<file path="src/hdl/d2dt_pkg.sv">
// ----------------------------------------------------------------------------
// d2dt_pkg
// Shared types, constants and helpers for the binary64 to decimal text block.
// ----------------------------------------------------------------------------
package d2dt_pkg;

  // Text layout
  localparam int unsigned INT_DIGITS      = 20;
  localparam int unsigned FRAC_DIGITS_DEF = 6;
  localparam int unsigned BCD_W           = 4 * INT_DIGITS;

  // binary64 layout
  localparam int unsigned VAL_W  = 64;
  localparam int unsigned EXP_W  = 11;
  localparam int unsigned MAN_W  = 52;
  localparam int unsigned SIG_W  = 53;
  localparam int unsigned FM_W   = 54;   // fraction significand, room for a round carry
  localparam int unsigned PROD_W = 57;   // significand times ten
  localparam int unsigned FE_W   = 12;   // signed exponent of the fraction lsb

  localparam logic [EXP_W-1:0] EXP_ALL_ONES = 11'h7FF;
  localparam logic [EXP_W-1:0] EXP_OVF      = 11'd1087;  // 2^64 and above

  // Binary to BCD: two shift-add-3 steps per cycle over the 64-bit integer
  localparam int unsigned DAB_PER_CYC = 2;
  localparam int unsigned CONV_CYCLES = VAL_W / DAB_PER_CYC;
  localparam int unsigned CNT_W       = 5;

  localparam logic [7:0] CH_ZERO  = 8'h30;
  localparam logic [7:0] CH_MINUS = 8'h2D;
  localparam logic [7:0] CH_POINT = 8'h2E;

  typedef enum logic [3:0] {
    ST_IDLE,
    ST_CHECK,
    ST_WORD,
    ST_CONV,
    ST_SIGN,
    ST_SKIP,
    ST_INT,
    ST_POINT,
    ST_FMUL,
    ST_FDIG
  } state_e;

  typedef enum logic [2:0] {
    SEL_MINUS,
    SEL_INT,
    SEL_POINT,
    SEL_FRAC,
    SEL_WORD
  } char_sel_e;

  typedef enum logic [1:0] {
    WORD_NAN,
    WORD_INF,
    WORD_OVF
  } word_e;

  // Controller to datapath
  typedef struct packed {
    logic      load;
    logic      dabble;
    logic      shift_bcd;
    logic      fmul;
    logic      fdig;
    logic      emit;
    logic      last;
    char_sel_e sel;
    logic [1:0] word_idx;
  } cmd_t;

  // Datapath to controller
  typedef struct packed {
    logic special;
    logic neg;
    logic top_zero;
  } stat_t;

  // Letters of the three special words
  function automatic logic [7:0] word_char(word_e w, logic [1:0] idx);
    logic [7:0] c;
    c = 8'h3F;
    unique case (w)
      WORD_NAN: c = (idx == 2'd1) ? 8'h61 : 8'h6E;
      WORD_INF: c = (idx == 2'd0) ? 8'h69 : ((idx == 2'd1) ? 8'h6E : 8'h66);
      WORD_OVF: c = (idx == 2'd0) ? 8'h6F : ((idx == 2'd1) ? 8'h76 : 8'h66);
      default:  c = 8'h3F;
    endcase
    return c;
  endfunction

endpackage

</file>
<file path="src/hdl/double_to_decimal_text.sv">
// ----------------------------------------------------------------------------
// double_to_decimal_text
// Formats a raw binary64 value as ASCII text, one character per beat.
// ----------------------------------------------------------------------------
//  channel | ports                                  | handshake
//  --------+----------------------------------------+--------------------------
//  input   | value_bits_i                           | start_i & !busy_o
//  result  | out_char_o, last_char_o                | out_valid_o strobe
//
//  nan/inf/ovf: a check state, then the three letters of the word.
//  Numbers: a check state, BCD conversion (2 bits per cycle), the sign when
//  negative, states that drop leading zeros and emit the integer digits, the
//  point, and for each fraction digit a multiply and a round-and-split state.
//  Reset is asynchronous; results cannot be stalled by the receiver.
// ----------------------------------------------------------------------------
module double_to_decimal_text #(
  parameter int unsigned FRAC_DIGITS = d2dt_pkg::FRAC_DIGITS_DEF
) (
  input  logic        clk_i,
  input  logic        rst_ni,
  input  logic        start_i,
  output logic        busy_o,
  input  logic [63:0] value_bits_i,
  output logic        out_valid_o,
  output logic [7:0]  out_char_o,
  output logic        last_char_o
);
  import d2dt_pkg::*;

  cmd_t  cmd;
  stat_t stat;

  d2dt_ctrl #(
    .FRAC_DIGITS(FRAC_DIGITS)
  ) u_ctrl (
    .clk_i  (clk_i),
    .rst_ni (rst_ni),
    .start_i(start_i),
    .stat_i (stat),
    .cmd_o  (cmd),
    .busy_o (busy_o)
  );

  d2dt_dp u_dp (
    .clk_i       (clk_i),
    .rst_ni      (rst_ni),
    .value_bits_i(value_bits_i),
    .cmd_i       (cmd),
    .stat_o      (stat),
    .out_valid_o (out_valid_o),
    .out_char_o  (out_char_o),
    .last_char_o (last_char_o)
  );

endmodule

</file>
<file path="src/hdl/d2dt_dp.sv">
// ----------------------------------------------------------------------------
// d2dt_dp
// Datapath: decode, binary to BCD, fraction times-ten unit, output register.
// ----------------------------------------------------------------------------
module d2dt_dp (
  input  logic                   clk_i,
  input  logic                   rst_ni,
  input  logic [63:0]            value_bits_i,
  input  d2dt_pkg::cmd_t         cmd_i,
  output d2dt_pkg::stat_t        stat_o,
  output logic                   out_valid_o,
  output logic [7:0]             out_char_o,
  output logic                   last_char_o
);
  import d2dt_pkg::*;

  // One shift-add-3 step over {bcd, integer}
  function automatic logic [BCD_W+VAL_W-1:0] dab_step(logic [BCD_W+VAL_W-1:0] x);
    logic [BCD_W+VAL_W-1:0] y;
    y = x;
    for (int i = 0; i < INT_DIGITS; i++) begin
      if (y[VAL_W+4*i +: 4] >= 4'd5) begin
        y[VAL_W+4*i +: 4] = y[VAL_W+4*i +: 4] + 4'd3;
      end
    end
    return {y[BCD_W+VAL_W-2:0], 1'b0};
  endfunction

  logic [VAL_W-1:0]  ip_q;
  logic [BCD_W-1:0]  bcd_q;
  logic [FM_W-1:0]   fm_q;
  logic signed [FE_W-1:0] fe_q;
  logic [PROD_W-1:0] prod_q;
  word_e             word_q;
  logic              special_q, neg_q;
  logic              out_valid_q, last_q;
  logic [7:0]        char_q;

  // Decode of the incoming value
  logic [EXP_W-1:0] ex;
  logic [MAN_W-1:0] man;
  logic [SIG_W-1:0] sig;
  logic signed [FE_W-1:0] e_lsb;
  logic [FE_W-1:0]  rsh;
  logic [VAL_W-1:0] dec_ip, dec_mask;
  logic [FM_W-1:0]  dec_fm;
  logic signed [FE_W-1:0] dec_fe;
  word_e            dec_word;

  always_comb begin
    ex    = value_bits_i[62:52];
    man   = value_bits_i[51:0];
    sig   = {(ex != '0), man};
    e_lsb = (ex == '0) ? -12'sd1074 : ($signed({1'b0, ex}) - 12'sd1075);
    rsh   = FE_W'(-e_lsb);
    dec_mask = '0;
    if (!e_lsb[FE_W-1]) begin
      dec_ip = {11'b0, sig} << e_lsb[3:0];
      dec_fm = '0;
      dec_fe = '0;
    end else if (rsh >= FE_W'(VAL_W)) begin
      dec_ip = '0;
      dec_fm = {1'b0, sig};
      dec_fe = e_lsb;
    end else begin
      dec_ip   = {11'b0, sig} >> rsh[5:0];
      dec_mask = (64'h1 << rsh[5:0]) - 64'h1;
      dec_fm   = {1'b0, sig} & dec_mask[FM_W-1:0];
      dec_fe   = e_lsb;
    end
    if (ex == EXP_ALL_ONES) begin
      dec_word = (man != '0) ? WORD_NAN : WORD_INF;
    end else begin
      dec_word = WORD_OVF;
    end
  end

  // Round product to 53 bits (nearest even) and split off the digit
  logic [2:0]        k;
  logic [PROD_W-1:0] p_sh, p_rem, p_half, p_low;
  logic              rnd_up;
  logic [FM_W-1:0]   r;
  logic signed [FE_W-1:0] e_new;
  logic [FE_W-1:0]   fsh;
  logic [PROD_W-1:0] wide;
  logic [FM_W-1:0]   q, fmask;
  logic [3:0]        dig;
  logic [FM_W-1:0]   nx_fm;

  always_comb begin
    if (prod_q[56])      k = 3'd4;
    else if (prod_q[55]) k = 3'd3;
    else if (prod_q[54]) k = 3'd2;
    else if (prod_q[53]) k = 3'd1;
    else                 k = 3'd0;
    p_sh   = prod_q >> k;
    p_low  = (57'h1 << k) - 57'h1;
    p_rem  = prod_q & p_low;
    p_half = (k == 3'd0) ? '0 : (57'h1 << (k - 3'd1));
    rnd_up = (k != 3'd0) && ((p_rem > p_half) || ((p_rem == p_half) && p_sh[0]));
    r      = p_sh[FM_W-1:0] + FM_W'(rnd_up);
    e_new  = fe_q + $signed({9'b0, k});
    fsh    = FE_W'(-e_new);
    wide   = '0;
    q      = '0;
    fmask  = '0;
    if (!e_new[FE_W-1]) begin
      // Integer valued product: no fraction left
      wide  = {3'b0, r} << e_new[1:0];
      if (e_new > 12'sd3)            dig = 4'd0;
      else if (wide >= 57'd10)       dig = 4'd10;
      else                           dig = wide[3:0];
      nx_fm = '0;
    end else if (fsh >= FE_W'(PROD_W)) begin
      dig   = 4'd0;
      nx_fm = r;
    end else begin
      q     = r >> fsh[5:0];
      fmask = (54'h1 << fsh[5:0]) - 54'h1;
      dig   = (q >= 54'd10) ? 4'd10 : q[3:0];
      nx_fm = r & fmask;
    end
  end

  // Working registers
  always_ff @(posedge clk_i) begin
    if (cmd_i.load) begin
      ip_q      <= dec_ip;
      bcd_q     <= '0;
      fm_q      <= dec_fm;
      fe_q      <= dec_fe;
      word_q    <= dec_word;
      special_q <= (ex == EXP_ALL_ONES) || (ex >= EXP_OVF);
      neg_q     <= value_bits_i[63] && (value_bits_i[62:0] != '0);
    end else if (cmd_i.dabble) begin
      {bcd_q, ip_q} <= dab_step(dab_step({bcd_q, ip_q}));
    end else if (cmd_i.shift_bcd) begin
      bcd_q <= {bcd_q[BCD_W-5:0], 4'd0};
    end
    if (cmd_i.fmul) begin
      prod_q <= ({3'b0, fm_q} << 3) + ({3'b0, fm_q} << 1);
    end
    if (cmd_i.fdig) begin
      fm_q <= nx_fm;
      fe_q <= e_new;
    end
  end

  // Output character
  always_ff @(posedge clk_i) begin
    case (cmd_i.sel)
      SEL_MINUS: char_q <= CH_MINUS;
      SEL_INT:   char_q <= CH_ZERO + {4'd0, bcd_q[BCD_W-1 -: 4]};
      SEL_POINT: char_q <= CH_POINT;
      SEL_FRAC:  char_q <= CH_ZERO + {4'd0, dig};
      SEL_WORD:  char_q <= word_char(word_q, cmd_i.word_idx);
      default:   char_q <= CH_POINT;
    endcase
    last_q <= cmd_i.last;
  end

  always_ff @(posedge clk_i or negedge rst_ni) begin
    if (!rst_ni) begin
      out_valid_q <= 1'b0;
    end else begin
      out_valid_q <= cmd_i.emit;
    end
  end

  assign stat_o.special  = special_q;
  assign stat_o.neg      = neg_q;
  assign stat_o.top_zero = (bcd_q[BCD_W-1 -: 4] == 4'd0);
  assign out_valid_o     = out_valid_q;
  assign out_char_o      = char_q;
  assign last_char_o     = last_q & out_valid_q;

endmodule

</file>
<file path="src/hdl/d2dt_ctrl.sv">
// ----------------------------------------------------------------------------
// d2dt_ctrl
// Sequencer: walks the datapath through conversion and character output.
// ----------------------------------------------------------------------------
module d2dt_ctrl #(
  parameter int unsigned FRAC_DIGITS = d2dt_pkg::FRAC_DIGITS_DEF
) (
  input  logic            clk_i,
  input  logic            rst_ni,
  input  logic            start_i,
  input  d2dt_pkg::stat_t stat_i,
  output d2dt_pkg::cmd_t  cmd_o,
  output logic            busy_o
);
  import d2dt_pkg::*;

  localparam int unsigned FW = $clog2(FRAC_DIGITS + 1);
  localparam logic [FW-1:0]    FLAST     = FW'(FRAC_DIGITS - 1);
  localparam logic [CNT_W-1:0] CONV_LAST = CNT_W'(CONV_CYCLES - 1);
  localparam logic [CNT_W-1:0] INT_N     = CNT_W'(INT_DIGITS);

  state_e state_q, state_d;
  logic [CNT_W-1:0] cnt_q, cnt_d;
  logic [FW-1:0]    fcnt_q, fcnt_d;

  // Next state
  always_comb begin
    state_d = state_q;
    cnt_d   = cnt_q;
    fcnt_d  = fcnt_q;
    unique case (state_q)
      ST_IDLE: begin
        if (start_i) state_d = ST_CHECK;
      end
      ST_CHECK: begin
        cnt_d   = '0;
        state_d = stat_i.special ? ST_WORD : ST_CONV;
      end
      ST_WORD: begin
        cnt_d = cnt_q + 1'b1;
        if (cnt_q == CNT_W'(2)) state_d = ST_IDLE;
      end
      ST_CONV: begin
        cnt_d = cnt_q + 1'b1;
        if (cnt_q == CONV_LAST) begin
          cnt_d   = INT_N;
          state_d = stat_i.neg ? ST_SIGN : ST_SKIP;
        end
      end
      ST_SIGN: state_d = ST_SKIP;
      ST_SKIP: begin
        if (stat_i.top_zero && (cnt_q > CNT_W'(1))) begin
          cnt_d = cnt_q - 1'b1;
        end else begin
          state_d = ST_INT;
        end
      end
      ST_INT: begin
        cnt_d = cnt_q - 1'b1;
        if (cnt_q == CNT_W'(1)) state_d = ST_POINT;
      end
      ST_POINT: begin
        fcnt_d  = '0;
        state_d = ST_FMUL;
      end
      ST_FMUL: state_d = ST_FDIG;
      ST_FDIG: begin
        fcnt_d  = fcnt_q + 1'b1;
        state_d = (fcnt_q == FLAST) ? ST_IDLE : ST_FMUL;
      end
      default: state_d = ST_IDLE;
    endcase
  end

  // Commands
  always_comb begin
    cmd_o = '0;
    cmd_o.sel = SEL_POINT;
    unique case (state_q)
      ST_IDLE:  cmd_o.load = start_i;
      ST_CHECK: ;
      ST_WORD: begin
        cmd_o.emit     = 1'b1;
        cmd_o.sel      = SEL_WORD;
        cmd_o.word_idx = cnt_q[1:0];
        cmd_o.last     = (cnt_q == CNT_W'(2));
      end
      ST_CONV:  cmd_o.dabble = 1'b1;
      ST_SIGN: begin
        cmd_o.emit = 1'b1;
        cmd_o.sel  = SEL_MINUS;
      end
      ST_SKIP:  cmd_o.shift_bcd = stat_i.top_zero && (cnt_q > CNT_W'(1));
      ST_INT: begin
        cmd_o.emit      = 1'b1;
        cmd_o.sel       = SEL_INT;
        cmd_o.shift_bcd = 1'b1;
      end
      ST_POINT: cmd_o.emit = 1'b1;
      ST_FMUL:  cmd_o.fmul = 1'b1;
      ST_FDIG: begin
        cmd_o.fdig = 1'b1;
        cmd_o.emit = 1'b1;
        cmd_o.sel  = SEL_FRAC;
        cmd_o.last = (fcnt_q == FLAST);
      end
      default: ;
    endcase
  end

  always_ff @(posedge clk_i or negedge rst_ni) begin
    if (!rst_ni) begin
      state_q <= ST_IDLE;
      cnt_q   <= '0;
      fcnt_q  <= '0;
    end else begin
      state_q <= state_d;
      cnt_q   <= cnt_d;
      fcnt_q  <= fcnt_d;
    end
  end

  assign busy_o = (state_q != ST_IDLE);

endmodule

</file>
<file path="config.mk">
export PLATFORM = sky130hd
export DESIGN_NAME = double_to_decimal_text
export DESIGN_NICKNAME = d
export VERILOG_FILES = /design/src/hdl/d2dt_pkg.sv /design/src/hdl/double_to_decimal_text.sv /design/src/hdl/d2dt_dp.sv /design/src/hdl/d2dt_ctrl.sv
export SDC_FILE = /design/constraint.sdc
export NUM_CORES = 2
export LEC_CHECK = 0
export ABC_CLOCK_PERIOD_IN_PS = 10600
export BUFFER_PORTS_ARGS = -buffer_cell sky130_fd_sc_hd__buf_2
export CAP_MARGIN = 20
export CORE_MARGIN = 8
export CORE_UTILIZATION = 25
export CTS_BUF_LIST = sky130_fd_sc_hd__clkbuf_8
export DETAILED_ROUTE_END_ITERATION = 6
export HOLD_SLACK_MARGIN = 0.08
export SLEW_MARGIN = 20
export SYNTH_ARGS = -nofsm -noshare
export SYNTH_HDL_FRONTEND = slang
export SYNTH_SLANG_ARGS = --single-unit
</file>
<file path="constraint.sdc">
create_clock -name clk_i -period 10.6 [get_ports clk_i]
set_input_delay 0.53 -clock clk_i [delete_from_list [all_inputs] [get_ports clk_i]]
set_output_delay 0.53 -clock clk_i [all_outputs]
set_load 0.005 [all_outputs]
</file>
Yosys cells after proc, flatten, opt, wreduce, memory -nomap -nowiden

Index checks and enable logic that the tools add are counted.

Register bits after elaboration: 293
Output and inout bits: 11
Word-level logic and storage cells: 319

$add $sub $neg: 55
Order comparisons: 48
Eq/ne operators: 27
Shift operators: 9
Muxes and demuxes: 136
Bitwise gates (word level): 4
Reduce and logical (&&, ||, !) cells: 26

Operators with widths:

| operator                                                               | count |
|---|---|
| 4-bit two-way mux                                                      | 89 |
| 54-bit two-way mux                                                     | 6 |
| 64-bit two-way mux                                                     | 4 |
| 4-bit by 3-bit >= comparator with 1-bit output, second input constant  | 40 |
| 80-bit two-way mux                                                     | 2 |
| 4-bit by 2-bit adder with 4-bit output, second input constant          | 38 |
| 1-bit by 3-bit << shifter with 57-bit output, first input constant     | 2 |
| 1-bit by 6-bit << shifter with 54-bit output, first input constant     | 2 |
| 54-bit by 1-bit subtractor with 54-bit output, second input constant   | 2 |
| 53-bit by 4-bit << shifter with 64-bit output                          | 1 |
| 53-bit by 6-bit >> shifter with 64-bit output                          | 1 |
| 63-bit nonzero test                                                    | 1 |
| 57-bit by 55-bit adder with 57-bit output                              | 1 |
| 57-bit bitwise AND                                                     | 1 |
| 57-bit equality test                                                   | 1 |
| 57-bit by 4-bit >= comparator with 1-bit output, second input constant | 1 |
| 57-bit > comparator                                                    | 1 |
| 57-bit two-way mux                                                     | 1 |
| 54-bit by 2-bit << shifter with 57-bit output                          | 1 |
| 57-bit by 3-bit >> shifter with 54-bit output                          | 1 |
| 57-bit by 1-bit subtractor with 57-bit output, second input constant   | 1 |
| 54-bit by 1-bit adder with 54-bit output                               | 1 |
| 53-bit by 54-bit bitwise AND with 54-bit output                        | 1 |
| 54-bit bitwise AND                                                     | 1 |
| 60 further kinds                                                       | 105 |

Longest topological paths before layout

Depth in word-level cells: 19
Mapped depth: 31
Gate-level depth less buffers: 27

Hierarchy

From an unflattened synthesis, not the netlist that was laid out.

Cell total of the unflattened synthesis: 4864
Area, all modules: 36277.3 um^2

By module, submodules not included:

| module    | times used | cells each | area an instance (um^2) | sequential area each (um^2) |
|---|---|---|---|---|
| d2dt_dp   | 1          | 4725       | 35203.8                 | 7472.2 |
| d2dt_ctrl | 1          | 139        | 1073.5                  | 300.3 |

Worst setup path before layout

Ideal clock, no wire load.

Path type: reg-to-reg
From: register u_dp.prod_q[56]
To: register u_dp.fm_q[42], data pin
Arrival: 6609 ps
Data required time: 10469 ps
Setup slack: 3860 ps
Cell stages (with the launch flop): 29
Clock period less this slack: 6740 ps
Cells stage by stage: edfxtp_1 > buf_2 > buf_4 > buf_2 > buf_2 > buf_1 > nor2_1 > ha_1 > inv_2 > clkbuf_1 > buf_1 > clkbuf_1 > ha_1 > nand3_1 > xnor2_1 > nor2_1 > clkbuf_1 > nand3_1 > ha_1 > nand2_1 > a21oi_1 > o21ai_1 > nor2_1 > and2_1 > a21boi_1 > a21boi_0 > o221ai_1 > a211oi_1 > a31o_1

Word-level cells in the longest chain between the ends: 13

Ends and longest elaborated chain:

| what                                                                                   | line           | RTL |
|---|---|---|
| start: declaration                                                                     | d2dt_dp.sv:33  | `logic [PROD_W-1:0] prod_q;` |
| start signal: assignment                                                               | d2dt_dp.sv:141 | `prod_q <= ({3'b0, fm_q} << 3) + ({3'b0, fm_q} << 1);` |
| branches (longest 11 deep; another with 57-bit by 1-bit subtractor with 57-bit output) | --             |  |
| 54-bit two-way mux *                                                                   | d2dt_dp.sv:107 | `if (!e_new[FE_W-1]) begin` |
| 54-bit two-way mux *                                                                   | d2dt_dp.sv:143 | `if (cmd_i.fdig) begin` |
| end signal: assignment                                                                 | d2dt_dp.sv:130 | `fm_q <= dec_fm;` |
| end signal: assignment                                                                 | d2dt_dp.sv:144 | `fm_q <= nx_fm;` |
| end: declaration                                                                       | d2dt_dp.sv:31  | `logic [FM_W-1:0] fm_q;` |

Every way passes the cells marked *.
A chain may end at the register's enable or synchronous reset.

Worst setup path after layout

From: register u_dp.prod_q[55]
To: register u_dp.fm_q[42], data pin

Word-level cells in the longest chain between the ends: 14

Ends and longest elaborated chain:

| what                                                                                   | line |
|---|---|
| branches (longest 12 deep; another with 57-bit by 1-bit subtractor with 57-bit output) | -- |
| 54-bit two-way mux *                                                                   | d2dt_dp.sv:107 |
| 54-bit two-way mux *                                                                   | d2dt_dp.sv:143 |

Marks and branches as above.

==> metrics.csv <==
metric,value,unit
"Top FF cell, synth",edfxtp_1,
Core Region,0.141,sq mm
TritonCTS clock tree,yes,
Die W,392,microns
max-slew violations,0,
final design utilization,0.275,
Critical Path Max Stage Delay,0.86,ns
final setup margin,1.97,ns
Ys Warns,0,
WL final,150,mm
Setup CP Type,reg2reg,
FF-to-FF Start,u_dp.prod_q[55],
"commonest non-fill, non-tap cell in the layout",nor2_1,
area grow syn2layout,9.62,%
Final Hold Viols,0,
slew at the pin closest to its max-slew limit,1.15,ns
syn_area_per_cell,7.58,sq um
maximum vdd drop,0.125,mV
post-cts resize count,0,
"reg-to-reg slack, setup",1.97,ns
Setup crit end kind,flop,
Via density,5.77,
Fillers,15513,
share of cells above drive strength 1,0.0795,
DR WL/cell,23.1,microns
"Cell Area, Synth",0.0353,sq mm
Num Clock Sinks,290,
clk_lat worst skew,0.73,ns
register area share after synthesis,0.220,
min Tclk post-route,8.63,ns
WHS,0.243,ns
cts hold-fix bufs,1,
DP HPWL,114,mm
CTS Buf Count,55,
Max Cap Viol,0,
critical path required time,11.19,ns
Routed Antenna Nets,0,
full die area,0.154,sq mm
TNS Setup,0,ns
largest net degree at the start of global routing,109,
RSZ-0062 raised after global routing,false,
Worst Reg-to-Reg Cells,25,
CTS H-tree lvls,2,
grt ovf,0,
Netlist cell types,110,
row cnt,138,
Initial DRC Count,4175,
Port Buffers,75,
first-pass GRT wire length,223,mm
Final period util,0.814,
critical-path maximum fanout,59,
"Slowest-stage cell, CP",fa_1,
Fmax,116,MHz
Pwr per Cell Area,221,mW/mm^2
failing checks,DRC,
Vert. Die Dim,392,microns
r2r endpoint,u_dp.fm_q[42],
CTS Buffer Depth,3,
Max-Slew Margin vs Limit,0.230,
startpoint types,flop,
Hold Path Origin,value_bits_i[63],
clock slew at reported path FFs,0.07,ns
vias in the first global route,35124,
worst hold path depth,2,
Post-synth ARST share,0.0448,
number of synthesized register bits,290,
Total GRT Usage,0.185,
clock root buffer,clkbuf_8,
initial antenna violation count,24,
leakage dissipation,14.7,nW
Post-CTS Setup Inserts,0,
pre-CTS setup slack,2.27,ns
final worst clock skew,0.0545,ns
min-delay worst type,in2reg,
most frequent cells in the layout,"502 x nor2_1, 392 x nand2_1, 372 x a21oi_1",
Hold EP,u_dp.neg_q,
Post-synth EDFFs,190,
DR vias,37481,
Starting Density,0.251,
top-level I/O count,78,
Residual DRC,4,
CP startpoint,u_dp.prod_q[55],
Pre-antenna DRT Iters,7,
final net count,4783,
Final GP Congestion,1.02,
Synth Instances,4657,
status,"complete, but fails checks",
crit path DAT,9.22,ns
Finish-stage setup viols,0,
-- cell families after synthesis --
group	count (synthesis)	synth area share
AO/OA/AOI/OAI	1489	0.271
AND/OR/NAND/NOR	1650	0.234
multiplexers	388	0.113
XOR/XNOR	188	0.0473
other	2	0.000213
flip-flops	290	0.220
buffers and inverters	482	0.0553
adder cells (fa/ha/maj)	168	0.0600
-- through the flow --
step	area [sq um]	std cells	power (W)
floorplan	35300	4667	0.00592
global placement	37500	6380	0.00717
detailed placement	37500	6380	0.00726
CTS	38700	6483	0.00855
global route	38700	6488	0.00927
finish	38700	6500	0.00856
-- where the power goes --
part	total (W)	switching (W)	internal (W)
Clock	0.00123	0.000553	0.000680
Sequential	0.00201	0.000310	0.00170
Combinational	0.00532	0.00332	0.00200
-- Yosys cell counts (26+ instances only) --
library cell,count,area share
nor2b_1,30,0.0053
ha_1,166,0.059
o31ai_1,35,0.0074
nand2_1,396,0.042
mux2i_1,367,0.10
o22ai_1,32,0.0057
nor3_1,142,0.020
inv_1,147,0.016
and4_1,27,0.0067
o221ai_1,26,0.0064
and2_1,30,0.0053
xor2_1,61,0.015
a22oi_1,34,0.0072
a21o_1,47,0.010
a21boi_0,26,0.0055
a22o_1,27,0.0067
o21ai_0,370,0.052
a21oi_1,373,0.053
nor3b_1,53,0.011
buf_1,39,0.0041
clkbuf_1,246,0.026
nor2_1,506,0.054
or3_1,75,0.013
nand3_1,113,0.016
dfxtp_1,87,0.049
nor4_1,51,0.0090
nand4_1,47,0.0083
edfxtp_1,190,0.16
nand2b_1,64,0.011
o211ai_1,92,0.020
a31oi_1,60,0.011
xnor2_1,125,0.031
a211oi_1,132,0.028
-- worst max-delay path by stage --
stage                               to  depth (start not counted)  slack [ns]
finish                   u_dp.fm_q[42]                         25        1.97
global route        u_dp.out_char_o[0]                         28        1.59
global placement    u_dp.out_char_o[0]                         28        2.24
CTS                 u_dp.out_char_o[0]                         28        2.16
floorplan                u_dp.fm_q[42]                         28        3.86
detailed placement  u_dp.out_char_o[0]                         28        2.27
-- metal layers --
layer	up-vias	track usage	part of all wire
met5	-	0	0.00038
met4	8	0.0989	0.063
met3	454	0.0333	0.087
met2	1905	0.298	0.44
met1	17870	0.236	0.41
li1	17244	-	-
-- sequential cells by signal, summed over array words and instances, names as in the netlist --
register and count:
u_dp.neg_q 1, u_ctrl.cnt_q 5, u_dp.ip_q 64, u_dp.out_char_o 6, u_dp.fm_q 54, u_dp.bcd_q 80
u_dp.prod_q 56, u_dp.fe_q 12, u_dp.word_q 2, u_ctrl.state_q 4, u_dp.out_valid_o 1, u_dp.special_q 1
u_dp.last_q 1, u_ctrl.fcnt_q 3
-- worst max-delay path: cells and delay by family (launching register included) --
| family | cells | cell delay (ns) |
|---|---|---|
| AOI/OAI and AO/OA | 8 | 2.51 |
| adders and majority gates | 4 | 2.06 |
| and+or+nand+nor | 7 | 1.93 |
| buffers and inverters | 5 | 1.40 |
| DFF | 1 | 0.32 |
| xor gates and xnor gates | 1 | 0.20 |
-- layout make-up --
class,count,area (sq um),share of cell area
Multi-Input combinational cell,3895,25800,0.667
Clock inverter,44,389,0.0101
Timing Repair Buffer,153,963,0.0249
Tap cell,1890,2360,0.0611
Sequential cell,290,7770,0.201
Antenna cell,17,42.5,0.00110
Clock buffer,58,798,0.0206
Inverter,153,577,0.0149
(Power assumes the default switching activity.)
